$ cat config.mk
export PLATFORM = sky130hd
export DESIGN_NAME = battery_percent_estimator
export DESIGN_NICKNAME = d
export VERILOG_FILES = /design/src/rtl/core/bpe_pkg.sv /design/src/rtl/core/bpe_front.sv /design/src/rtl/core/bpe_seg.sv /design/src/rtl/core/bpe_div.sv /design/src/rtl/core/battery_percent_estimator.sv
export SDC_FILE = /design/constraint.sdc
export NUM_CORES = 1
export LEC_CHECK = 0
export BUFFER_PORTS_ARGS = -buffer_cell sky130_fd_sc_hd__clkbuf_2
export CAP_MARGIN = 30
export CORE_MARGIN = 3
export CORE_UTILIZATION = 47
export CTS_BUF_LIST = sky130_fd_sc_hd__clkbuf_2
export DETAILED_ROUTE_END_ITERATION = 16
export PLACE_DENSITY = 0.74
export SYNTH_ARGS = -nofsm -noshare
export SYNTH_HDL_FRONTEND = slang
export SYNTH_SLANG_ARGS = --single-unit
$ cat constraint.sdc
create_clock -name clk -period 23.4 [get_ports clk]
set_input_delay 2.34 -clock clk [delete_from_list [all_inputs] [get_ports clk]]
set_output_delay 2.34 -clock clk [all_outputs]
set_load 0.02 [all_outputs]
$ cat src/rtl/core/bpe_pkg.sv
// Shared constants, tables and types for the battery percent estimator.
// Holds the LiPo curve, the per-segment divisor tables and the stage payload structs.
// No dependencies; every other file in rtl/core imports this package.
package bpe_pkg;

    localparam int ADC_BITS        = 12;
    localparam int CURVE_POINTS    = 13;
    localparam int FULL_SCALE      = (1 << ADC_BITS) - 1;

    localparam int SPAN_MV         = 6600;
    localparam int NOMINAL_FULL_MV = 3900;
    localparam int CLAMP_LO_MV     = 3000;
    localparam int CLAMP_HI_MV     = 4200;
    localparam int CHARGING_PCT    = 100;

    localparam int MV_W   = 13;
    localparam int PCT_W  = 8;
    localparam int RAW_W  = ADC_BITS + 13;
    localparam int V_W    = ADC_BITS + 15;
    localparam int D_W    = ADC_BITS + 11;
    localparam int N_W    = ADC_BITS + 12;
    localparam int DEN_W  = ADC_BITS + 8;
    localparam int DP_W   = 4;
    localparam int RCP_W  = 9;
    localparam int Q_W    = 7;

    // Segments 0 .. CURVE_POINTS-2 are the LiPo curve; the last code is the linear map.
    localparam int NUM_SEGS   = CURVE_POINTS;
    localparam int LINEAR_SEG = CURVE_POINTS - 1;
    localparam int SEG_W      = $clog2(NUM_SEGS);
    localparam int LINEAR_DMV = (CLAMP_HI_MV - CLAMP_LO_MV) / 100;

    localparam int DIV_SHIFT = N_W;
    localparam int DIV_ONE   = 1 << DIV_SHIFT;

    localparam int CFG_IDX_W = 2;
    localparam int CFG_W     = 13;

    localparam logic [CFG_IDX_W-1:0] REG_BATTERY_MODEL    = 2'd0;
    localparam logic [CFG_IDX_W-1:0] REG_CHARGE_THRESHOLD = 2'd1;
    localparam logic [CFG_IDX_W-1:0] REG_FULL_BATTERY     = 2'd2;

    localparam logic MODEL_LIPO   = 1'b0;
    localparam logic MODEL_LINEAR = 1'b1;

    localparam int CURVE_MV [CURVE_POINTS] = '{
        3900, 3800, 3720, 3650, 3590, 3530, 3480,
        3440, 3400, 3360, 3300, 3150, 3000
    };
    localparam int CURVE_PCT [CURVE_POINTS] = '{
        100, 90, 80, 70, 60, 50, 40, 30, 20, 15, 10, 5, 0
    };

    // Reciprocals of the segment divisors, scaled by 2^DIV_SHIFT and rounded down.
    localparam int SEG_RECIP [NUM_SEGS] = '{
        DIV_ONE / ((CURVE_MV[0]  - CURVE_MV[1])  * FULL_SCALE),
        DIV_ONE / ((CURVE_MV[1]  - CURVE_MV[2])  * FULL_SCALE),
        DIV_ONE / ((CURVE_MV[2]  - CURVE_MV[3])  * FULL_SCALE),
        DIV_ONE / ((CURVE_MV[3]  - CURVE_MV[4])  * FULL_SCALE),
        DIV_ONE / ((CURVE_MV[4]  - CURVE_MV[5])  * FULL_SCALE),
        DIV_ONE / ((CURVE_MV[5]  - CURVE_MV[6])  * FULL_SCALE),
        DIV_ONE / ((CURVE_MV[6]  - CURVE_MV[7])  * FULL_SCALE),
        DIV_ONE / ((CURVE_MV[7]  - CURVE_MV[8])  * FULL_SCALE),
        DIV_ONE / ((CURVE_MV[8]  - CURVE_MV[9])  * FULL_SCALE),
        DIV_ONE / ((CURVE_MV[9]  - CURVE_MV[10]) * FULL_SCALE),
        DIV_ONE / ((CURVE_MV[10] - CURVE_MV[11]) * FULL_SCALE),
        DIV_ONE / ((CURVE_MV[11] - CURVE_MV[12]) * FULL_SCALE),
        DIV_ONE / (LINEAR_DMV * FULL_SCALE)
    };

    typedef struct packed {
        logic             battery_model;
        logic [MV_W-1:0]  charge_threshold_mv;
        logic [MV_W-1:0]  full_battery_mv;
    } cfg_t;

    // Clamped voltage, expressed as the excess over the lower clamp in 1/FULL_SCALE mV.
    typedef struct packed {
        logic             charging;
        logic             linear;
        logic [D_W-1:0]   excess;
    } clamp_t;

    typedef struct packed {
        logic             charging;
        logic [SEG_W-1:0] seg;
        logic [N_W-1:0]   numer;
    } numer_t;

    // Lower end of a segment, relative to the lower clamp.
    function automatic logic [D_W-1:0] seg_lo(input logic [SEG_W-1:0] s);
        int lo;
        begin
            lo = 0;
            if (int'(s) < LINEAR_SEG)
            begin
                lo = (CURVE_MV[int'(s) + 1] - CLAMP_LO_MV) * FULL_SCALE;
            end
            return D_W'(lo);
        end
    endfunction

    function automatic logic [DEN_W-1:0] seg_den(input logic [SEG_W-1:0] s);
        int den;
        begin
            den = LINEAR_DMV * FULL_SCALE;
            if (int'(s) < LINEAR_SEG)
            begin
                den = (CURVE_MV[int'(s)] - CURVE_MV[int'(s) + 1]) * FULL_SCALE;
            end
            return DEN_W'(den);
        end
    endfunction

    function automatic logic [DP_W-1:0] seg_dp(input logic [SEG_W-1:0] s);
        int dp;
        begin
            dp = 1;
            if (int'(s) < LINEAR_SEG)
            begin
                dp = CURVE_PCT[int'(s)] - CURVE_PCT[int'(s) + 1];
            end
            return DP_W'(dp);
        end
    endfunction

    function automatic logic [PCT_W-1:0] seg_base(input logic [SEG_W-1:0] s);
        int base;
        begin
            base = 0;
            if (int'(s) < LINEAR_SEG)
            begin
                base = CURVE_PCT[int'(s) + 1];
            end
            return PCT_W'(base);
        end
    endfunction

    function automatic logic [RCP_W-1:0] seg_recip(input logic [SEG_W-1:0] s);
        int rcp;
        begin
            rcp = SEG_RECIP[LINEAR_SEG];
            if (int'(s) < LINEAR_SEG)
            begin
                rcp = SEG_RECIP[int'(s)];
            end
            return RCP_W'(rcp);
        end
    endfunction

endpackage

$ cat src/rtl/core/bpe_front.sv
// Front stages: ADC scaling, charge detection, load offset and clamp.
// Two register stages with valid/ready; depends on bpe_pkg.
module bpe_front (
    input  logic                           clk,
    input  logic                           rst_n,
    input  bpe_pkg::cfg_t                  cfg,
    input  logic                           in_valid,
    output logic                           in_ready,
    input  logic [bpe_pkg::ADC_BITS-1:0]   in_sample,
    output logic                           out_valid,
    input  logic                           out_ready,
    output bpe_pkg::clamp_t                out_data
);
    import bpe_pkg::*;

    localparam logic signed [V_W-1:0] LO_FS = V_W'(CLAMP_LO_MV * FULL_SCALE);
    localparam logic signed [V_W-1:0] HI_FS = V_W'(CLAMP_HI_MV * FULL_SCALE);
    localparam logic [D_W-1:0] TOP_EXCESS =
        D_W'((CLAMP_HI_MV - CLAMP_LO_MV) * FULL_SCALE);

    logic                     a_valid_reg;
    logic                     b_valid_reg;
    logic                     a_ready;
    logic                     b_ready;
    logic [RAW_W-1:0]         raw_reg;
    logic [RAW_W-1:0]         raw_next;
    clamp_t                   clamp_reg;
    clamp_t                   clamp_next;
    logic [RAW_W-1:0]         thr_fs;
    logic signed [MV_W:0]     offset_mv;
    logic signed [V_W-1:0]    offset_ext;
    logic signed [V_W-1:0]    offset_fs;
    logic signed [V_W-1:0]    volt;
    logic signed [V_W-1:0]    volt_rel;

    assign a_ready  = !a_valid_reg || b_ready;
    assign b_ready  = !b_valid_reg || out_ready;
    assign in_ready = a_ready;

    assign raw_next = {{(RAW_W-ADC_BITS){1'b0}}, in_sample} * RAW_W'(SPAN_MV);

    always_comb
    begin
        // x * FULL_SCALE is x * 2^ADC_BITS - x.
        thr_fs     = {cfg.charge_threshold_mv, {ADC_BITS{1'b0}}}
                   - {{ADC_BITS{1'b0}}, cfg.charge_threshold_mv};
        offset_mv  = $signed({1'b0, MV_W'(NOMINAL_FULL_MV)})
                   - $signed({1'b0, cfg.full_battery_mv});
        offset_ext = V_W'(offset_mv);
        offset_fs  = (offset_ext <<< ADC_BITS) - offset_ext;
        volt       = $signed({{(V_W-RAW_W){1'b0}}, raw_reg}) + offset_fs;
        volt_rel   = volt - LO_FS;

        clamp_next.charging = (raw_reg >= thr_fs);
        clamp_next.linear   = (cfg.battery_model == MODEL_LINEAR);
        if (volt < LO_FS)
        begin
            clamp_next.excess = '0;
        end
        else if (volt > HI_FS)
        begin
            clamp_next.excess = TOP_EXCESS;
        end
        else
        begin
            clamp_next.excess = volt_rel[D_W-1:0];
        end
    end

    always_ff @(posedge clk or negedge rst_n)
    begin
        if (!rst_n)
        begin
            a_valid_reg <= 1'b0;
            b_valid_reg <= 1'b0;
        end
        else
        begin
            if (a_ready)
            begin
                a_valid_reg <= in_valid;
            end
            if (b_ready)
            begin
                b_valid_reg <= a_valid_reg;
            end
        end
    end

    always_ff @(posedge clk)
    begin
        if (a_ready && in_valid)
        begin
            raw_reg <= raw_next;
        end
        if (b_ready && a_valid_reg)
        begin
            clamp_reg <= clamp_next;
        end
    end

    assign out_valid = b_valid_reg;
    assign out_data  = clamp_reg;

endmodule

$ cat src/rtl/core/bpe_seg.sv
// Segment stages: picks the curve segment and forms the interpolation numerator.
// Two register stages with valid/ready; depends on bpe_pkg.
module bpe_seg (
    input  logic              clk,
    input  logic              rst_n,
    input  logic              in_valid,
    output logic              in_ready,
    input  bpe_pkg::clamp_t   in_data,
    output logic              out_valid,
    input  logic              out_ready,
    output bpe_pkg::numer_t   out_data
);
    import bpe_pkg::*;

    logic              c_valid_reg;
    logic              d_valid_reg;
    logic              c_ready;
    logic              d_ready;
    logic              c_charging_reg;
    logic [SEG_W-1:0]  c_seg_reg;
    logic [D_W-1:0]    c_delta_reg;
    logic [SEG_W-1:0]  seg_next;
    logic [D_W-1:0]    delta_next;
    numer_t            numer_reg;
    numer_t            numer_next;

    assign c_ready  = !c_valid_reg || d_ready;
    assign d_ready  = !d_valid_reg || out_ready;
    assign in_ready = c_ready;

    // The first segment whose lower end lies at or below the voltage wins.
    always_comb
    begin
        seg_next = SEG_W'(LINEAR_SEG - 1);
        for (int i = LINEAR_SEG - 2; i >= 0; i--)
        begin
            if (in_data.excess >= seg_lo(SEG_W'(i)))
            begin
                seg_next = SEG_W'(i);
            end
        end
        if (in_data.linear)
        begin
            seg_next = SEG_W'(LINEAR_SEG);
        end
        delta_next = in_data.excess - seg_lo(seg_next);
    end

    always_comb
    begin
        numer_next.charging = c_charging_reg;
        numer_next.seg      = c_seg_reg;
        numer_next.numer    = {{(N_W-D_W){1'b0}}, c_delta_reg}
                            * {{(N_W-DP_W){1'b0}}, seg_dp(c_seg_reg)};
    end

    always_ff @(posedge clk or negedge rst_n)
    begin
        if (!rst_n)
        begin
            c_valid_reg <= 1'b0;
            d_valid_reg <= 1'b0;
        end
        else
        begin
            if (c_ready)
            begin
                c_valid_reg <= in_valid;
            end
            if (d_ready)
            begin
                d_valid_reg <= c_valid_reg;
            end
        end
    end

    always_ff @(posedge clk)
    begin
        if (c_ready && in_valid)
        begin
            c_charging_reg <= in_data.charging;
            c_seg_reg      <= seg_next;
            c_delta_reg    <= delta_next;
        end
        if (d_ready && c_valid_reg)
        begin
            numer_reg <= numer_next;
        end
    end

    assign out_valid = d_valid_reg;
    assign out_data  = numer_reg;

endmodule

$ cat src/rtl/core/bpe_div.sv
// Divide stages: quotient by reciprocal multiply, one-step correction, final percent.
// Two register stages with valid/ready; the second is the block's output register.
// Depends on bpe_pkg.
module bpe_div (
    input  logic                        clk,
    input  logic                        rst_n,
    input  logic                        in_valid,
    output logic                        in_ready,
    input  bpe_pkg::numer_t             in_data,
    output logic                        out_valid,
    input  logic                        out_ready,
    output logic [bpe_pkg::PCT_W-1:0]   percent,
    output logic                        charging
);
    import bpe_pkg::*;

    localparam int PROD_W = N_W + RCP_W;
    localparam int STEP_W = Q_W + DEN_W + 1;

    logic                 e_valid_reg;
    logic                 f_valid_reg;
    logic                 e_ready;
    logic                 f_ready;
    numer_t               e_numer_reg;
    logic [Q_W-1:0]       e_quot_reg;
    logic [PROD_W-1:0]    prod;
    logic [Q_W-1:0]       quot_next;
    logic [DEN_W-1:0]     den;
    logic [STEP_W-1:0]    q_times_den;
    logic [STEP_W-1:0]    next_step;
    logic [Q_W-1:0]       quot_fixed;
    logic [PCT_W-1:0]     percent_next;
    logic [PCT_W-1:0]     percent_reg;
    logic                 charging_reg;

    assign e_ready  = !e_valid_reg || f_ready;
    assign f_ready  = !f_valid_reg || out_ready;
    assign in_ready = e_ready;

    // The estimate is the true quotient or one below it.
    assign prod      = {{RCP_W{1'b0}}, in_data.numer}
                     * {{N_W{1'b0}}, seg_recip(in_data.seg)};
    assign quot_next = prod[DIV_SHIFT +: Q_W];

    always_comb
    begin
        den          = seg_den(e_numer_reg.seg);
        q_times_den  = {{(DEN_W+1){1'b0}}, e_quot_reg} * {{(Q_W+1){1'b0}}, den};
        next_step    = q_times_den + {{(Q_W+1){1'b0}}, den};
        quot_fixed   = e_quot_reg;
        if ({{(STEP_W-N_W){1'b0}}, e_numer_reg.numer} >= next_step)
        begin
            quot_fixed = e_quot_reg + Q_W'(1);
        end
        if (e_numer_reg.charging)
        begin
            percent_next = PCT_W'(CHARGING_PCT);
        end
        else
        begin
            percent_next = seg_base(e_numer_reg.seg) + {{(PCT_W-Q_W){1'b0}}, quot_fixed};
        end
    end

    always_ff @(posedge clk or negedge rst_n)
    begin
        if (!rst_n)
        begin
            e_valid_reg <= 1'b0;
            f_valid_reg <= 1'b0;
        end
        else
        begin
            if (e_ready)
            begin
                e_valid_reg <= in_valid;
            end
            if (f_ready)
            begin
                f_valid_reg <= e_valid_reg;
            end
        end
    end

    always_ff @(posedge clk)
    begin
        if (e_ready && in_valid)
        begin
            e_numer_reg <= in_data;
            e_quot_reg  <= quot_next;
        end
        if (f_ready && e_valid_reg)
        begin
            percent_reg  <= percent_next;
            charging_reg <= e_numer_reg.charging;
        end
    end

    assign out_valid = f_valid_reg;
    assign percent   = percent_reg;
    assign charging  = charging_reg;

endmodule

$ cat src/rtl/core/battery_percent_estimator.sv
// Top level of the battery percent estimator: configuration registers and the pipeline.
// Instantiates bpe_front, bpe_seg and bpe_div; depends on bpe_pkg.
//
// The block turns one battery ADC sample into a state-of-charge estimate. It accepts one
// sample per cycle unless a stall from out_ready has backed up to the input, and returns
// one result per sample, in order: two stages scale the sample and clamp it, two pick the
// curve segment and form the numerator, and two divide by the segment width and form the
// percentage. Each stage holds its own valid bit and takes a new transaction whenever it
// is empty or its neighbor downstream moves, so empty slots close up and a low out_ready
// stalls only as far back as the pipeline is full. A sample at or above the charge
// threshold reports charging with 100 percent. Otherwise the load offset is added, the
// voltage is clamped to 3.0 to 4.2 V, and the percentage comes either from a linear map or
// from the 13-point LiPo curve, truncated; above 3.9 V the top curve segment is extended,
// so the LiPo result can reach 130. Configuration writes are always accepted and apply to
// each sample that enters the second front stage after the write; they are meant to be
// made while no sample is in flight.
module battery_percent_estimator (
    input  logic                              clk,
    input  logic                              rst_n,
    input  logic                              cfg_valid,
    output logic                              cfg_ready,
    input  logic [bpe_pkg::CFG_IDX_W-1:0]     cfg_index,
    input  logic [bpe_pkg::CFG_W-1:0]         cfg_data,
    input  logic                              in_valid,
    output logic                              in_ready,
    input  logic [bpe_pkg::ADC_BITS-1:0]      adc_sample,
    output logic                              out_valid,
    input  logic                              out_ready,
    output logic [bpe_pkg::PCT_W-1:0]         percent,
    output logic                              charging
);
    import bpe_pkg::*;

    cfg_t      cfg_reg;
    cfg_t      cfg_next;
    logic      front_valid;
    logic      front_ready;
    clamp_t    front_data;
    logic      seg_valid;
    logic      seg_ready;
    numer_t    seg_data;

    // The register file never pushes back; an index past the last register is dropped.
    assign cfg_ready = 1'b1;

    always_comb
    begin
        cfg_next = cfg_reg;
        if (cfg_valid)
        begin
            case (cfg_index)
                REG_BATTERY_MODEL:
                begin
                    cfg_next.battery_model = cfg_data[0];
                end
                REG_CHARGE_THRESHOLD:
                begin
                    cfg_next.charge_threshold_mv = cfg_data[MV_W-1:0];
                end
                REG_FULL_BATTERY:
                begin
                    cfg_next.full_battery_mv = cfg_data[MV_W-1:0];
                end
                default:
                begin
                    cfg_next = cfg_reg;
                end
            endcase
        end
    end

    always_ff @(posedge clk or negedge rst_n)
    begin
        if (!rst_n)
        begin
            cfg_reg.battery_model       <= MODEL_LIPO;
            cfg_reg.charge_threshold_mv <= MV_W'(4100);
            cfg_reg.full_battery_mv     <= MV_W'(NOMINAL_FULL_MV);
        end
        else
        begin
            cfg_reg <= cfg_next;
        end
    end

    bpe_front u_front (
        .clk       (clk),
        .rst_n     (rst_n),
        .cfg       (cfg_reg),
        .in_valid  (in_valid),
        .in_ready  (in_ready),
        .in_sample (adc_sample),
        .out_valid (front_valid),
        .out_ready (front_ready),
        .out_data  (front_data)
    );

    bpe_seg u_seg (
        .clk       (clk),
        .rst_n     (rst_n),
        .in_valid  (front_valid),
        .in_ready  (front_ready),
        .in_data   (front_data),
        .out_valid (seg_valid),
        .out_ready (seg_ready),
        .out_data  (seg_data)
    );

    bpe_div u_div (
        .clk       (clk),
        .rst_n     (rst_n),
        .in_valid  (seg_valid),
        .in_ready  (seg_ready),
        .in_data   (seg_data),
        .out_valid (out_valid),
        .out_ready (out_ready),
        .percent   (percent),
        .charging  (charging)
    );

endmodule

Yosys cells after proc, flatten, opt, wreduce, memory -nomap -nowiden
Memory sizes are Yosys's and may differ from the RTL's.
Index checks and enable logic that the tools add are counted.
{ "classes": {"add_sub_neg": 15, "n_mul": 6, "div_mod_pow": 0, "n_lt_le_gt_ge": 25, "eq_ne": 2, "shifts": 0, "mux": 34, "n_bitwise": 6, "reduce_logical": 23} }
{ "op_table": {"columns": ["operator", "count"], "rows": [
  ["32-bit by 5-bit greater-or-equal comparator with 1-bit output (second input constant)", 6],
  ["32-bit two-way mux", 6],
  ["23-bit by 21-bit greater-or-equal comparator with 1-bit output (second input constant)", 5],
  ["23-bit by 22-bit greater-or-equal comparator with 1-bit output (second input constant)", 5],
  ["32-bit inverter", 3],
  ["4-bit inverter with 32-bit output", 3],
  ["4-bit two-way mux", 16],
  ["23-bit two-way mux", 2],
  ["32-bit by 13-bit multiplier with 20-bit output (second input constant)", 1],
  ["32-bit by 13-bit multiplier with 23-bit output (second input constant)", 1],
  ["8-bit two-way mux", 4],
  ["32-bit by 13-bit subtractor with 32-bit output (second input constant)", 1],
  ["32-bit subtractor", 1],
  ["24-bit by 9-bit multiplier with 31-bit output", 1],
  ["27-bit by 20-bit adder with 28-bit output", 1],
  ["24-bit by 28-bit greater-or-equal comparator with 1-bit output", 1],
  ["26-bit by 27-bit adder with 27-bit output", 1],
  ["27-bit by 26-bit greater-than comparator with 1-bit output (second input constant)", 1],
  ["27-bit by 25-bit less-than comparator with 1-bit output (second input constant)", 1],
  ["7-bit by 20-bit multiplier with 27-bit output", 1],
  ["9-bit two-way mux", 3],
  ["26-bit by 14-bit subtractor with 27-bit output", 1],
  ["25-bit greater-or-equal comparator", 1],
  ["25-bit by 13-bit subtractor with 25-bit output", 1],
  ["22 further kinds", 44]
]} }
{ "word_totals": {"regBits": 182, "latchBits": 0, "ram_bits": 0, "mem_bits_ro": 3584, "input_bits": 32, "out_inout_bits": 12, "word_cells": 144, "n_memories": 7} }
{ "mem_list": {"columns": ["name", "words", "width", "rd", "rd_clocked_by_memory_dff", "wr", "line", "text"], "rows": [
  ["(name not given)", 16, 32, 1, 0, 0, "bpe_pkg.sv:133", "base = CURVE_PCT[int'(s) + 1];"],
  ["(name not given)", 16, 32, 1, 0, 0, "bpe_pkg.sv:97", "lo = (CURVE_MV[int'(s) + 1] - CLAMP_LO_MV) * FULL_SCALE;"],
  ["(name not given)", 16, 32, 1, 0, 0, "bpe_pkg.sv:121", "dp = CURVE_PCT[int'(s)] - CURVE_PCT[int'(s) + 1];"],
  ["(name not given)", 16, 32, 1, 0, 0, "bpe_pkg.sv:121", null],
  ["(name not given)", 16, 32, 1, 0, 0, "bpe_pkg.sv:109", "den = (CURVE_MV[int'(s)] - CURVE_MV[int'(s) + 1]) * FULL_SCALE;"],
  ["(name not given)", 16, 32, 1, 0, 0, "bpe_pkg.sv:145", "rcp = SEG_RECIP[int'(s)];"],
  ["1 more memories", null, null, null, null, null, null, null]
]} }

Depth between registers and ports, before layout
{ "logic_depth": {"word_depth": 22, "ltp_mapped": 73, "depth_no_buf": 70} }

Modules after synthesis
Synthesis repeated with hierarchy kept, for this count alone.
{ "unflattened": {"hier_cells": 3934, "hier_area_um2": 36792.8} }
{ "modules_own_cells": {"columns": ["mod", "n_inst", "cells_each", "area_each_um2", "seq_area_each_um2"], "rows": [
  ["bpe_div", 1, 1884, 17179.0, 1401.3],
  ["bpe_seg", 1, 1207, 11099.4, 1761.7],
  ["bpe_front", 1, 782, 7365.8, 1461.4],
  ["battery_percent_estimator", 1, 61, 1148.6, 688.2]
]} }

Worst setup path before layout
Ideal clock, no wire load.
{ "synth_path": {"kind": "flip-flop to flip-flop", "from": "register u_div.e_numer_reg[25] (netlist bit)", "to": "register u_div.percent_reg[7] (netlist: u_div.percent[7]), data pin", "setup_time_ps": 263, "arrival_time_ps": 15333, "slack_ps": 7804, "path_stages_with_launch": 70, "period_less_slack_ps": 15596, "path_cell_list": "edfxtp_1 -> ha_1 -> inv_1 -> ha_1 -> clkbuf_1 -> clkbuf_1 -> nand2_1 -> o31ai_1 -> ha_1 -> inv_1 -> fa_1 -> a21o_1 -> a21o_1 -> a21oi_1 -> nand2b_1 -> nor2b_1 -> xnor2_1 -> xor2_1 -> [... 34 more ...] -> a2111oi_0 -> nand2_1 -> a211o_1 -> o211ai_1 -> nor3_1 -> mux2_2 -> and2_1 -> clkbuf_1 -> mux2i_1 -> inv_1 -> ha_1 -> a21o_1 -> a21oi_1 -> nor2b_1 -> o21ai_0 -> a21oi_1 -> o21ai_0 -> a21oi_1"} }
{ "synth_between": {"elab_chain_cells": 13, "elab_cells_between_ends": 23} }
{ "synth_lines": {"columns": ["element", "line", "text"], "rows": [
  ["from (decl)", "bpe_div.sv:24", "numer_t e_numer_reg;"],
  ["from (signal assigned)", "bpe_div.sv:89", "e_numer_reg <= in_data;"],
  ["4-bit by 1-bit adder with 5-bit output", "bpe_pkg.sv:109, bpe_pkg.sv:133", null],
  ["32-bit inverter (not written as such)", "bpe_pkg.sv:109, bpe_pkg.sv:133", null],
  ["memory 16 x 32 bit", null, null],
  ["32-bit two-way mux (not written as such) (2 in a row)", "bpe_pkg.sv:109", null],
  ["32-bit subtractor", "bpe_pkg.sv:109", null],
  ["32-bit by 13-bit multiplier with 20-bit output", "bpe_pkg.sv:109", null],
  ["20-bit two-way mux", "bpe_pkg.sv:107", "if (int'(s) < LINEAR_SEG)"],
  ["7-bit by 20-bit multiplier with 27-bit output", "bpe_div.sv:48", "q_times_den = {{(DEN_W+1){1'b0}}, e_quot_reg} * {{(Q_W+1){1'b0}}, den};"],
  ["27-bit by 20-bit adder with 28-bit output", "bpe_div.sv:49", "next_step = q_times_den + {{(Q_W+1){1'b0}}, den};"],
  ["24-bit by 28-bit greater-or-equal comparator with 1-bit output", "bpe_div.sv:51", "if ({{(STEP_W-N_W){1'b0}}, e_numer_reg.numer} >= next_step)"],
  ["7-bit two-way mux", "bpe_div.sv:51", null],
  ["8-bit by 7-bit adder with 8-bit output (*)", "bpe_div.sv:61", "percent_next = seg_base(e_numer_reg.seg) + {{(PCT_W-Q_W){1'b0}}, quot_fixed};"],
  ["to (signal assigned)", "bpe_div.sv:94", "percent_reg <= percent_next;"],
  ["to (decl)", "bpe_div.sv:33", "logic [PCT_W-1:0] percent_reg;"]
]} }
Every way passes the cells marked *; elsewhere a longest branch is shown, timed or not. The select of a mux whose other input is x is not followed.
A chain may end at the register's enable or synchronous reset.

Worst setup path in the final report
Ends and elaborated chain as after synthesis.

==> results.tsv <==
metric	value	unit
clock_latency	1.00	ns
postCtsSetupBuffers	0	
synth_edf_count	149	
syn_area	35700	um2
tightest_slew	1.05	ns
setup_tns	0	ns
clockBufferDepth	2	
drive_above_1_share	0.0510	
cts_tree	built	
placed_area	37000	um2
n_antenna_cell	0	
arrival	18.01	ns
synth_area_leader_cell	fa_1	
core-area	74800	um2
nets	4785	
ys.flop_type	edfxtp_1	
whs	0.459	ns
clock_sinks	182	
cts_resized	0	
cts_inserted_buffers	17	
critPathMaxFanout	20	
nFillCells	6863	
grt_setup_unrepaired	no	
clk_pin_slew	0.37	ns
viasPerCell	5.41	
vias	25806	
async_flop_share	0.181	
synthCells	3793	
criticalPathCategory	reg2reg	
start_kind	flop	
synth_seq_area_share	0.149	
design_area	37300	um2
floorplan.die_area	79300	um2
yosys-top-cells-count	inv_1 (716), fa_1 (507), ha_1 (456)	
relSlewSlack	0.298	
max_clock_freq	0.0577	GHz
start_util	0.477	
synth-seq-cells	182	
synth_area_leaders	fa_1 (28%), ha_1 (16%), edfxtp_1 (13%)	
routed_wl	76.8	mm
wl_per_cell	16.1	um
drtAntennaViolNets	0	
initialDrtViolationCount	1594	
place.gp.congestion	0.932	
grt_overflow	0	
critPathSlowestCell	edfxtp_1	
min_period_over_period	0.740	
slew_violations	0	
drc	0	
die_h	282	um
skew	0.107	ns
cts-root-buf	clkbuf_2	
grt_max_degree	43	
grt_pass1_wl	130	mm
critPathRequiredTime	24.09	ns
num_rows	100	
hold_viol	0	
hold_buffers	0	
track_usage	0.201	
min_period	17.32	ns
dp_hpwl	63.5	mm
area_delta_synth_final	4.45	%
setup_viol	0	
ys.warnings.count	0	
slowest_delay	0.61	ns
die_w	282	um
maxCapViolCount	0	
cp-end-kind	flop	
grt_pass1_vias	26597	
syn-mean-instance-area	9.41	um2
synthMostInstantiatedCell	inv_1	
antenna_found_initial	1	
synth.top_cell.area_share	0.284	
synth.distinct_cells	94	
io_buffers	42	
hp-class	reg2reg	
status	finished clean	
h-tree-depth	4	
io_pins	44	
drt_first_pass_iters	5	
-- cell families (layout without fill, tap and decap cells) --
logic type / after synthesis / count (layout) / share of synthesized area
flip-flops: 182 / 182 / 0.149
buffers and inverters: 812 / 812 / 0.0862
AND/OR/NAND/NOR: 1007 / 1007 / 0.145
adder cells (fa/ha/maj): 963 / 963 / 0.444
other: 2 / 12 / 0.000210
AO/OA/AOI/OAI: 532 / 532 / 0.0991
multiplexers: 43 / 43 / 0.0134
XOR/XNOR: 252 / 252 / 0.0630
-- path summary, 6_finish.rpt --
path	end	startpoint	slack (ns)	cells past startpoint
max in group asynchronous	u_seg.out_valid	rst_n	21.43	1
min	u_seg.c_charging_reg	u_front.out_data[24]	0.46	0
min reg2reg	u_seg.c_charging_reg	u_front.out_data[24]	0.46	0
max reg2reg	u_div.percent[7]	u_div.e_numer_reg[25]	6.08	65
max	u_div.percent[7]	u_div.e_numer_reg[25]	6.08	65
min in group asynchronous	cfg_reg[26]	rst_n	1.34	1
-- area by class of cell --
cell class / instances / area, um2 / share of cell area
Tap cell: 969 / 1210 / 0.0325
Sequential cell: 182 / 5310 / 0.142
Inverter: 716 / 2690 / 0.0721
Clock buffer: 17 / 85.1 / 0.00228
Clock inverter: 15 / 196 / 0.00527
Timing Repair Buffer: 64 / 399 / 0.0107
Multi-Input combinational cell: 2809 / 27400 / 0.735
-- critical path, delay by kind of cell (launching register included) --
| family | cells | cell delay (ns) |
|---|---|---|
| mux | 2 | 0.59 |
| flops | 1 | 0.61 |
| xor+xnor | 3 | 0.89 |
| simple gates | 16 | 2.89 |
| compound gates | 20 | 4.51 |
| buf+inv | 8 | 0.56 |
| fa+ha+maj | 16 | 6.94 |
-- metal layers --
metal | wire (um) | GRT usage | vias to the layer above
met5 | 0 | 0 | -
met1 | 34100 | 0.266 | 12833
met2 | 38200 | 0.354 | 520
li1 | - | - | 12365
met3 | 3090 | 0.0233 | 88
met4 | 1430 | 0.0442 | 0
-- layout by cell type (no fill, tap or decap), types with 15 or more instances in the layout --
master / n
a211oi_1: 17
a21o_1: 51
a21oi_1: 139
a31oi_1: 31
and2_1: 127
and3_1: 66
buf_4: 20
clkbuf_2: 59
dfrtp_1: 23
edfxtp_1: 149
fa_1: 507
ha_1: 456
inv_1: 716
mux2_2: 30
nand2_1: 307
nand2b_1: 43
nand3_1: 52
nand4_1: 18
nor2_1: 146
nor2b_1: 93
nor3_1: 52
o211ai_1: 15
o21a_1: 26
o21ai_0: 91
o21bai_1: 17
o31ai_1: 19
or2_2: 22
or3_1: 15
xnor2_1: 166
xor2_1: 82
-- per-stage QoR --
stage	utilization	std cells	setup WS [ns]
after CTS	0.498	4770	6.14
after detailed placement	0.494	4738	6.31
after global routing	0.498	4772	4.96
after floorplan	-	3803	7.80
after global placement	0.494	4735	6.85
final	0.498	4772	6.08
Power is not shown: default switching activity piles up to over one toggle a cycle in this logic, so the estimate is an artifact.
